### config.mk
export PLATFORM = sky130hd
export DESIGN_NAME = hsarh_regs
export DESIGN_NICKNAME = d
export VERILOG_FILES = /design/src/design/hsarh_pkg.sv /design/src/design/hsarh_regs.sv
export SDC_FILE = /design/constraint.sdc
export NUM_CORES = 1
export LEC_CHECK = 0
export ABC_AREA = 0
export BUFFER_PORTS_ARGS = -buffer_cell sky130_fd_sc_hd__buf_4
export CAP_MARGIN = 10
export CORE_UTILIZATION = 45
export CTS_CLUSTER_DIAMETER = 80
export DETAILED_ROUTE_END_ITERATION = 16
export GPL_ROUTABILITY_DRIVEN = 0
export PLACE_DENSITY = 0.89
export SYNTH_ARGS = -nofsm -noshare
export SYNTH_HDL_FRONTEND = slang
export SYNTH_SLANG_ARGS = --single-unit
### constraint.sdc
create_clock -name clk -period 1.15 [get_ports clk]
set_input_delay 0.0575 -clock clk [delete_from_list [all_inputs] [get_ports clk]]
set_output_delay 0.0575 -clock clk [all_outputs]
set_load 0.01 [all_outputs]
### src/design/hsarh_pkg.sv
`default_nettype none

package hsarh_pkg;

  // item field widths
  localparam int ACT_W   = 2;
  localparam int ROW_W   = 10;
  localparam int PIX_W   = 8;
  localparam int SEL_W   = 10;
  localparam int IDX_W   = 10;
  localparam int CNT_W   = 20;

  // register widths
  localparam int COEF_W  = 16;
  localparam int OFFS_W  = 25;
  localparam int STEP_W  = 20;
  localparam int THR_W   = 8;

  // apb
  localparam int PADDR_W = 5;
  localparam int PDATA_W = 32;
  localparam int REGIX_W = PADDR_W - 2;

  // rho arithmetic: coordinate * coefficient, sum of two plus offset, times reciprocal
  localparam int PROD_W   = ROW_W + 1 + COEF_W;
  localparam int SUM_W    = PROD_W + 1;
  localparam int SCALED_W = SUM_W + STEP_W + 1;
  localparam int FRAC_W   = 30;
  localparam int BINW_W   = SCALED_W - 1 - FRAC_W;

  localparam logic signed [SCALED_W-1:0] ROUND_HALF = SCALED_W'(1) << (FRAC_W - 1);

  // action codes
  localparam logic [ACT_W-1:0] ACT_VOTE       = 2'd0;
  localparam logic [ACT_W-1:0] ACT_READ       = 2'd1;
  localparam logic [ACT_W-1:0] ACT_READ_CLEAR = 2'd2;

  // result kinds
  localparam logic KIND_VOTE = 1'b0;
  localparam logic KIND_READ = 1'b1;

  // register indexes
  localparam logic [REGIX_W-1:0] REG_COS_COEF      = 3'd0;
  localparam logic [REGIX_W-1:0] REG_SIN_COEF      = 3'd1;
  localparam logic [REGIX_W-1:0] REG_RHO_OFFSET    = 3'd2;
  localparam logic [REGIX_W-1:0] REG_INV_RHO_STEP  = 3'd3;
  localparam logic [REGIX_W-1:0] REG_VOTE_THRESHOLD = 3'd4;

  typedef struct packed {
    logic signed [COEF_W-1:0] cos_coef;
    logic signed [COEF_W-1:0] sin_coef;
    logic [OFFS_W-1:0]        rho_offset;
    logic [STEP_W-1:0]        inv_rho_step;
    logic [THR_W-1:0]         vote_threshold;
  } cfg_t;

  typedef struct packed {
    logic             kind;
    logic [IDX_W-1:0] bin_index;
    logic [CNT_W-1:0] bin_count;
    logic             voted;
    logic             out_of_range;
    logic             saturated;
  } res_t;

  typedef enum logic [2:0] {
    ST_CLEAR,
    ST_IDLE,
    ST_MUL,
    ST_SUM,
    ST_SCALE,
    ST_ADDR,
    ST_DONE
  } state_t;

endpackage

`default_nettype wire

### src/design/hsarh_regs.sv
`default_nettype none

module hsarh_regs (
  input  logic                            clk,
  input  logic                            rst,
  input  logic                            psel,
  input  logic                            penable,
  input  logic                            pwrite,
  input  logic [hsarh_pkg::PADDR_W-1:0]   paddr,
  input  logic [hsarh_pkg::PDATA_W-1:0]   pwdata,
  output logic [hsarh_pkg::PDATA_W-1:0]   prdata,
  output logic                            pready,
  output hsarh_pkg::cfg_t                 cfg
);

  localparam int DW = hsarh_pkg::PDATA_W;

  hsarh_pkg::cfg_t               cfg_q;
  logic [hsarh_pkg::REGIX_W-1:0] reg_idx;
  logic                          wr_en;

  assign pready  = 1'b1;
  assign reg_idx = paddr[hsarh_pkg::PADDR_W-1:2];
  assign wr_en   = psel && penable && pwrite && pready;
  assign cfg     = cfg_q;

  always_ff @(posedge clk) begin
    if (rst) begin
      cfg_q.cos_coef       <= 16'sd0;
      cfg_q.sin_coef       <= 16'sd16384;
      cfg_q.rho_offset     <= '0;
      cfg_q.inv_rho_step   <= 20'd65536;
      cfg_q.vote_threshold <= '0;
    end else if (wr_en) begin
      case (reg_idx)
        hsarh_pkg::REG_COS_COEF:       cfg_q.cos_coef <= $signed(pwdata[hsarh_pkg::COEF_W-1:0]);
        hsarh_pkg::REG_SIN_COEF:       cfg_q.sin_coef <= $signed(pwdata[hsarh_pkg::COEF_W-1:0]);
        hsarh_pkg::REG_RHO_OFFSET:     cfg_q.rho_offset <= pwdata[hsarh_pkg::OFFS_W-1:0];
        hsarh_pkg::REG_INV_RHO_STEP:   cfg_q.inv_rho_step <= pwdata[hsarh_pkg::STEP_W-1:0];
        hsarh_pkg::REG_VOTE_THRESHOLD: cfg_q.vote_threshold <= pwdata[hsarh_pkg::THR_W-1:0];
        default: begin
        end
      endcase
    end
  end

  // readback, zero extended bit patterns
  always_comb begin
    case (reg_idx)
      hsarh_pkg::REG_COS_COEF:       prdata = DW'(unsigned'(cfg_q.cos_coef));
      hsarh_pkg::REG_SIN_COEF:       prdata = DW'(unsigned'(cfg_q.sin_coef));
      hsarh_pkg::REG_RHO_OFFSET:     prdata = DW'(cfg_q.rho_offset);
      hsarh_pkg::REG_INV_RHO_STEP:   prdata = DW'(cfg_q.inv_rho_step);
      hsarh_pkg::REG_VOTE_THRESHOLD: prdata = DW'(cfg_q.vote_threshold);
      default:                       prdata = '0;
    endcase
  end

endmodule

`default_nettype wire

==> out/metrics.csv, run 1 <==
metric;value;unit
Reg power frac;50.5;%
Setup TNS;-4.85;ns
initial antenna violation count;0;
Root Driver;clkbuf_8;
PortBufs;142;
PwrDens;908;nW/um^2
CP max stage cell;mux4_2;
status;finished, violations left;
Die Y;99.0;um
Inserted Clock Buffers;9;
die width;99.0;um
violated checks;negative hold slack, negative setup slack;
DR vias;4552;
YS warnings;0;
Core ar.;9200;um^2
Cells after Synth;448;
initial drt markers;308;
die area;9800;um^2
Final Net Count;704;
Syn Std Cell Area;4230;um^2
post-synthesis sequential area ratio;40.2;%
R2R depth;4;
worst path cell trace;mux4_2 -> nor2b_1 -> buf_4;
Max Cap Violations;0;
FMAX;671;MHz
worst hold stages;3;
Max Buffers Root-to-Sink;2;
Peak VDD IR;642;uV
final core occ;70.6;%
crit path time final;1.49;ns
Vias/cell;5.85;
CP endpoint kind;primary output;
Synth top area share;40.2;%
global-route wire length before repair;23.0;mm
Worst Setup Start Kind;flip-flop;
CTS tree;done;
max reg flops;85;
max-slew violation count;0;
hpwl dp;9.86;mm
Wirelength per Cell;19.4;um
worst hold path type;input pin to flip-flop;
Setup Skew;0;ns
Worst-path clk slew;0.08;ns
Routed WL;15.1;mm
GRT overflow;0;
CP max FO;2;
num rows;35;
top cells by count, synth;85 x dfxtp_1, 60 x o21ai_0, 57 x nand2b_1;
Max stage delay on crit path;0.45;ns
clk sinks;85;
P_leak;2.89;nW
asr flop ratio synth;0;%
area grow syn2layout;53.4;%
combinational cell fraction of total power;13.4;%
RSZ-0062 raised after global routing;yes;
Hold WS;-0.0131;ns
Tot GR Track Use;29.8;%
vias in the first global route;4547;
io pins;160;
DR pass1 iterations;6;
P_sw;1.51;mW
clock power share;36.1;%
top-count cell post-synth;dfxtp_1;
switching share of power;25.5;%
Post-synth EDFFs;0;
Mapped Avg Cell Area;9.45;um^2
CP Class;flip-flop to primary output;
endpoints failing setup;17;
Primary FF master, synth;dfxtp_1;
Worst-Skew Late Latency;0.35;ns
final hold vios;1;
Fillers;639;
flop and latch count out of synthesis;85;
largest net degree at the start of global routing;43;
antenna cells;0;
Required @ worst endpoint;1.09;ns
internal power consumption;4.39;mW
Yosys top cell by area;dfxtp_1;
worst setup margin;-0.341;ns
H-tree depth;3;
Synth cell types;36;
final cycle utilization of the critical path;130;%
Routed Antenna Nets;0;
largest cells by area after synthesis;dfxtp_1 40%, mux2i_1 10%, nand2b_1 8.4%;
CP Data Arrival Time;1.43;ns
DRC;0;
share of post-route cells with drive strength above 1;47.1;%
Initial Utilization;46.0;%
[final cells by class]
type                            count  area, um^2  area share [%]
Multi-Input combinational cell    317        2380            36.7
Tap cell                          111         139            2.14
Clock inverter                      5        50.0           0.771
Sequential cell                    85        1740            26.8
Timing Repair Buffer              249        2040            31.4
Clock buffer                       11         141            2.18
[routing by layer]
metal | wire [um] | up-vias | share of wire (%) | global-route usage [%]
li1 | - | 2014 | - | -
met1 | 5990 | 2185 | 40 | 36.4
met2 | 7400 | 285 | 49 | 49.9
met3 | 1040 | 68 | 6.9 | 4.26
met4 | 688 | 0 | 4.6 | 18.1
met5 | 0 | - | 0 | 0
[through the flow]
stage	cells	hold slack [ns]	instance area [um^2]	setup WS [ns]	total power, mW
floorplan	454	0.203	4260	0.0582	3.40
global placement	720	0.307	5730	-0.0613	3.69
detailed placement	720	0.315	5730	-0.102	3.71
CTS	771	0.000209	6370	-0.343	5.84
global route	778	0.00988	6490	-0.380	6.06
finish	778	-0.0131	6490	-0.341	5.90
[path summary, 6_finish.rpt]
path / startpoint / end / slack [ns]
min reg2reg: cfg[77] / cfg[77] / 0.50
min: pwdata[11] / cfg[19] / -0.01
max reg2reg: cfg[43] / cfg[43] / 0.21
max: cfg[17] / prdata[9] / -0.34
[cell families after synthesis]
kind of cell,Yosys count,share of synthesized area [%]
compound gates,114,14.8
mux,60,16.8
simple gates,135,21.0
flops,85,40.2
other cells,2,0.177
buf+inv,52,7.01
[worst max-delay path: cells and delay by family (launching register included)]
kind                   cells  cell delay (ns)
multiplexers               1             0.45
flip-flops                 1             0.33
buffers and inverters      1             0.16
AND/OR/NAND/NOR            1             0.15
[cells in the final DEF, fill, tap and decap left out, types with 2 or more instances in the layout]
cell             n
dfxtp_1         53
buf_12           6
mux2_2           3
clkbuf_8        10
and2_1           5
dlygate4sd3_1   22
nand4_1         19
o21ai_0         60
a22oi_1          8
conb_1           8
buf_6           11
clkinv_2         4
nor2b_4          6
nor2_2           2
o22ai_2          2
nor2b_1         19
nand2b_1        57
o22ai_1          6
dfxtp_2         32
nand4b_1         9
buf_4          210
nor2_1           7
a21oi_1         28
mux4_2           8
mux2i_1         43
mux2_4           5
a22oi_2          8
[timing repair]
action                                  in CTS  in global routing
pin swaps                                    2                  2
endpoints found under the setup margin      17                 25
hold endpoints to repair                    23                  0
hold buffers                                22                  0
resized for setup                           51                 21
setup buffers                               13                  7
gates cloned                                 0                  0
[power by group through the flow]
stage	Clock (mW)	Sequential, mW	Combinational [mW]
detailed placement	0	3.05	0.664
finish	2.13	2.98	0.788
floorplan	0	3.05	0.343
global placement	0	3.05	0.641
CTS	2.11	2.98	0.747
global route	2.25	2.98	0.824
Power figures use the tool's default switching activity.
==> run 2: changes to the inputs <==
Settings changed: ABC_AREA 0 to not set, PLACE_DENSITY 0.89 to 0.87.
==> run 2 against run 1 <==
The run ends with negative setup slack left. Count of clock-buffer cells in the layout stayed put. Sequential power hardly changed. Register-to-register slack worse by 0.13 ns. Clock skew stayed put. Combinational power is 4.7% lower. Sequential share of layout area is 0.67 points higher. Largest cell class unchanged.
==> out/metrics.csv, run 2 (same netlist as run 1, synthesis figures left out) <==
metric;value;unit;change
clock power share;35.2;%;-0.9 points
Worst-Skew Late Latency;0.35;ns;about the same
DR pass1 iterations;5;;-1
CP Class;flip-flop to primary output;;
H-tree depth;3;;unchanged
area grow syn2layout;51.0;%;
GRT overflow;0;;unchanged
initial antenna violation count;0;;unchanged
Die Y;99.0;um;unchanged
Inserted Clock Buffers;9;;unchanged
num rows;35;;unchanged
CP max stage cell;mux4_2;;
violated checks;negative setup slack;;
die area;9800;um^2;unchanged
status;finished, violations left;;
switching share of power;26.7;%;+1.1 points
hpwl dp;9.62;mm;-2.5%
commonest cells after routing, fill and taps aside;221 x buf_4, 60 x o21ai_0, 57 x nand2b_1;;
CP endpoint kind;primary output;;
clk sinks;85;;unchanged
final cycle utilization of the critical path;133;%;+3.0 points
vias in the first global route;4555;;+0.18%
die width;99.0;um;unchanged
endpoints failing setup;16;;-1
DRC;0;;unchanged
FMAX;655;MHz;-2.3%
Final Net Count;704;;unchanged
Core ar.;9200;um^2;unchanged
Initial Utilization;46.0;%;unchanged
combinational cell fraction of total power;13.0;%;-0.4 points
Worst Setup Start Kind;flip-flop;;
internal power consumption;4.22;mW;-3.9%
crit-path leading delay family;multiplexers;;
Max Cap Violations;0;;unchanged
commonest non-fill, non-tap cell in the layout;buf_4;;
Root Driver;clkbuf_8;;
P_leak;2.87;nW;-0.80%
DP Area;5640;um^2;-1.6%
CP Data Arrival Time;1.47;ns;+0.04 ns
Max stage delay on crit path;0.47;ns;+0.02 ns
worst setup margin;-0.376;ns;-0.0348 ns
Max Buffers Root-to-Sink;2;;unchanged
CP bufs+invs;1;;unchanged
antenna cells;0;;unchanged
Vias/cell;5.80;;-0.86%
P_sw;1.54;mW;+1.9%
Reg power frac;51.7;%;+1.2 points
CTS tree;done;;
Worst-path clk slew;0.09;ns;about the same
io pins;160;;unchanged
crit path time final;1.53;ns;+0.0348 ns
PortBufs;142;;unchanged
Tot GR Track Use;30.2;%;+0.34 points
max reg flops;85;;unchanged
DR vias;4513;;-0.86%
CP max FO;2;;unchanged
worst path cell trace;mux4_2 -> nor2b_1 -> buf_4;;
PwrDens;901;nW/um^2;-0.81%
largest net degree at the start of global routing;42;;-2.3%
Wirelength per Cell;19.2;um;-1.2%
share of post-route cells with drive strength above 1;47.4;%;+0.30 points
Peak VDD IR;497;uV;-23%
Required @ worst endpoint;1.09;ns;about the same
Routed Antenna Nets;0;;unchanged
initial drt markers;361;;+17%
RSZ-0062 raised after global routing;yes;;
worst hold path type;input pin to flip-flop;;
final hold vios;0;;-1
global-route wire length before repair;23.2;mm;+0.87%
max-slew violation count;0;;unchanged
worst slack, placed;-0.107;ns;-0.00484 ns
design area;6390;um^2;-1.6%
Setup Skew;0;ns;unchanged
Routed WL;14.9;mm;-1.2%
==> run 2: cell count changes in the layout (fill, tap and decap cells not counted), sizes merged <==
cell,previous run,this run
clkinv,4,2
bufinv,1,0
buf,227,225
inv,0,1
dlygate4sd3,22,24
clkinvlp,0,2
==> run 2: timing repair <==
item / 4_1_cts / 5_1_grt
endpoints found under the setup margin: 16 / 25
pin swaps: 8 / 0
buffers inserted: 21 / 4
endpoints found under the hold margin: 26 / 0
hold buffers: 24 / 0
gates resized for setup: 45 / 17
==> run 2: routing by layer <==
metal / vias up / track usage (%) / routed length [um]
li1: 2007 / - / -
met1: 2162 / 35.0 / 5590
met2: 274 / 51.7 / 7520
met3: 70 / 4.96 / 1100
met4: 0 / 19.1 / 715
met5: - / 0 / 0
==> run 2: worst min-delay path, stage by stage <==
cell	delay (ns)
buf_4	0.11
nand4b_1	0.10
a21oi_1	0.06
==> run 2: worst paths after layout <==
kind,from,endpoint,depth (start not counted),slack (ns)
max reg2reg,cfg[40],cfg[40],4,0.08
min reg2reg,cfg[26],cfg[26],2,0.49
min,pwdata[22],cfg[50],3,0.03
max,cfg[77],prdata[8],3,-0.38
==> run 2: cell type report <==
cell class | instances | area, um^2
sequential | 85 | 1760
tap | 111 | 139
timing repair buffer | 249 | 1970
clock inverter | 5 | 33.8
multi-input combinational | 317 | 2340
clock buffer | 11 | 151
fill | 640 | 2810
==> run 2: power by group through the flow <==
stage          sequential [mW]  clock (mW)  combinational, mW
2_1_floorplan             3.05           0              0.343
3_3_place_gp              3.05           0              0.610
3_5_place_dp              3.05           0              0.629
4_1_cts                   2.98        2.02              0.716
5_1_grt                   2.98        2.18              0.791
6_report                  2.98        2.03              0.751
==> run 2: through the flow <==
step                util [%]  setup TNS, ns  hold slack [ns]  instances  total power, mW
global placement        61.3         -0.614            0.307        713             3.66
finish                  69.5          -4.46           0.0278        778             5.76
floorplan                  -              0            0.203        454             3.40
detailed placement      61.3          -2.34            0.310        713             3.68
global route            69.5          -5.06           0.0248        778             5.95
CTS                     68.7          -4.37           0.0181        774             5.71
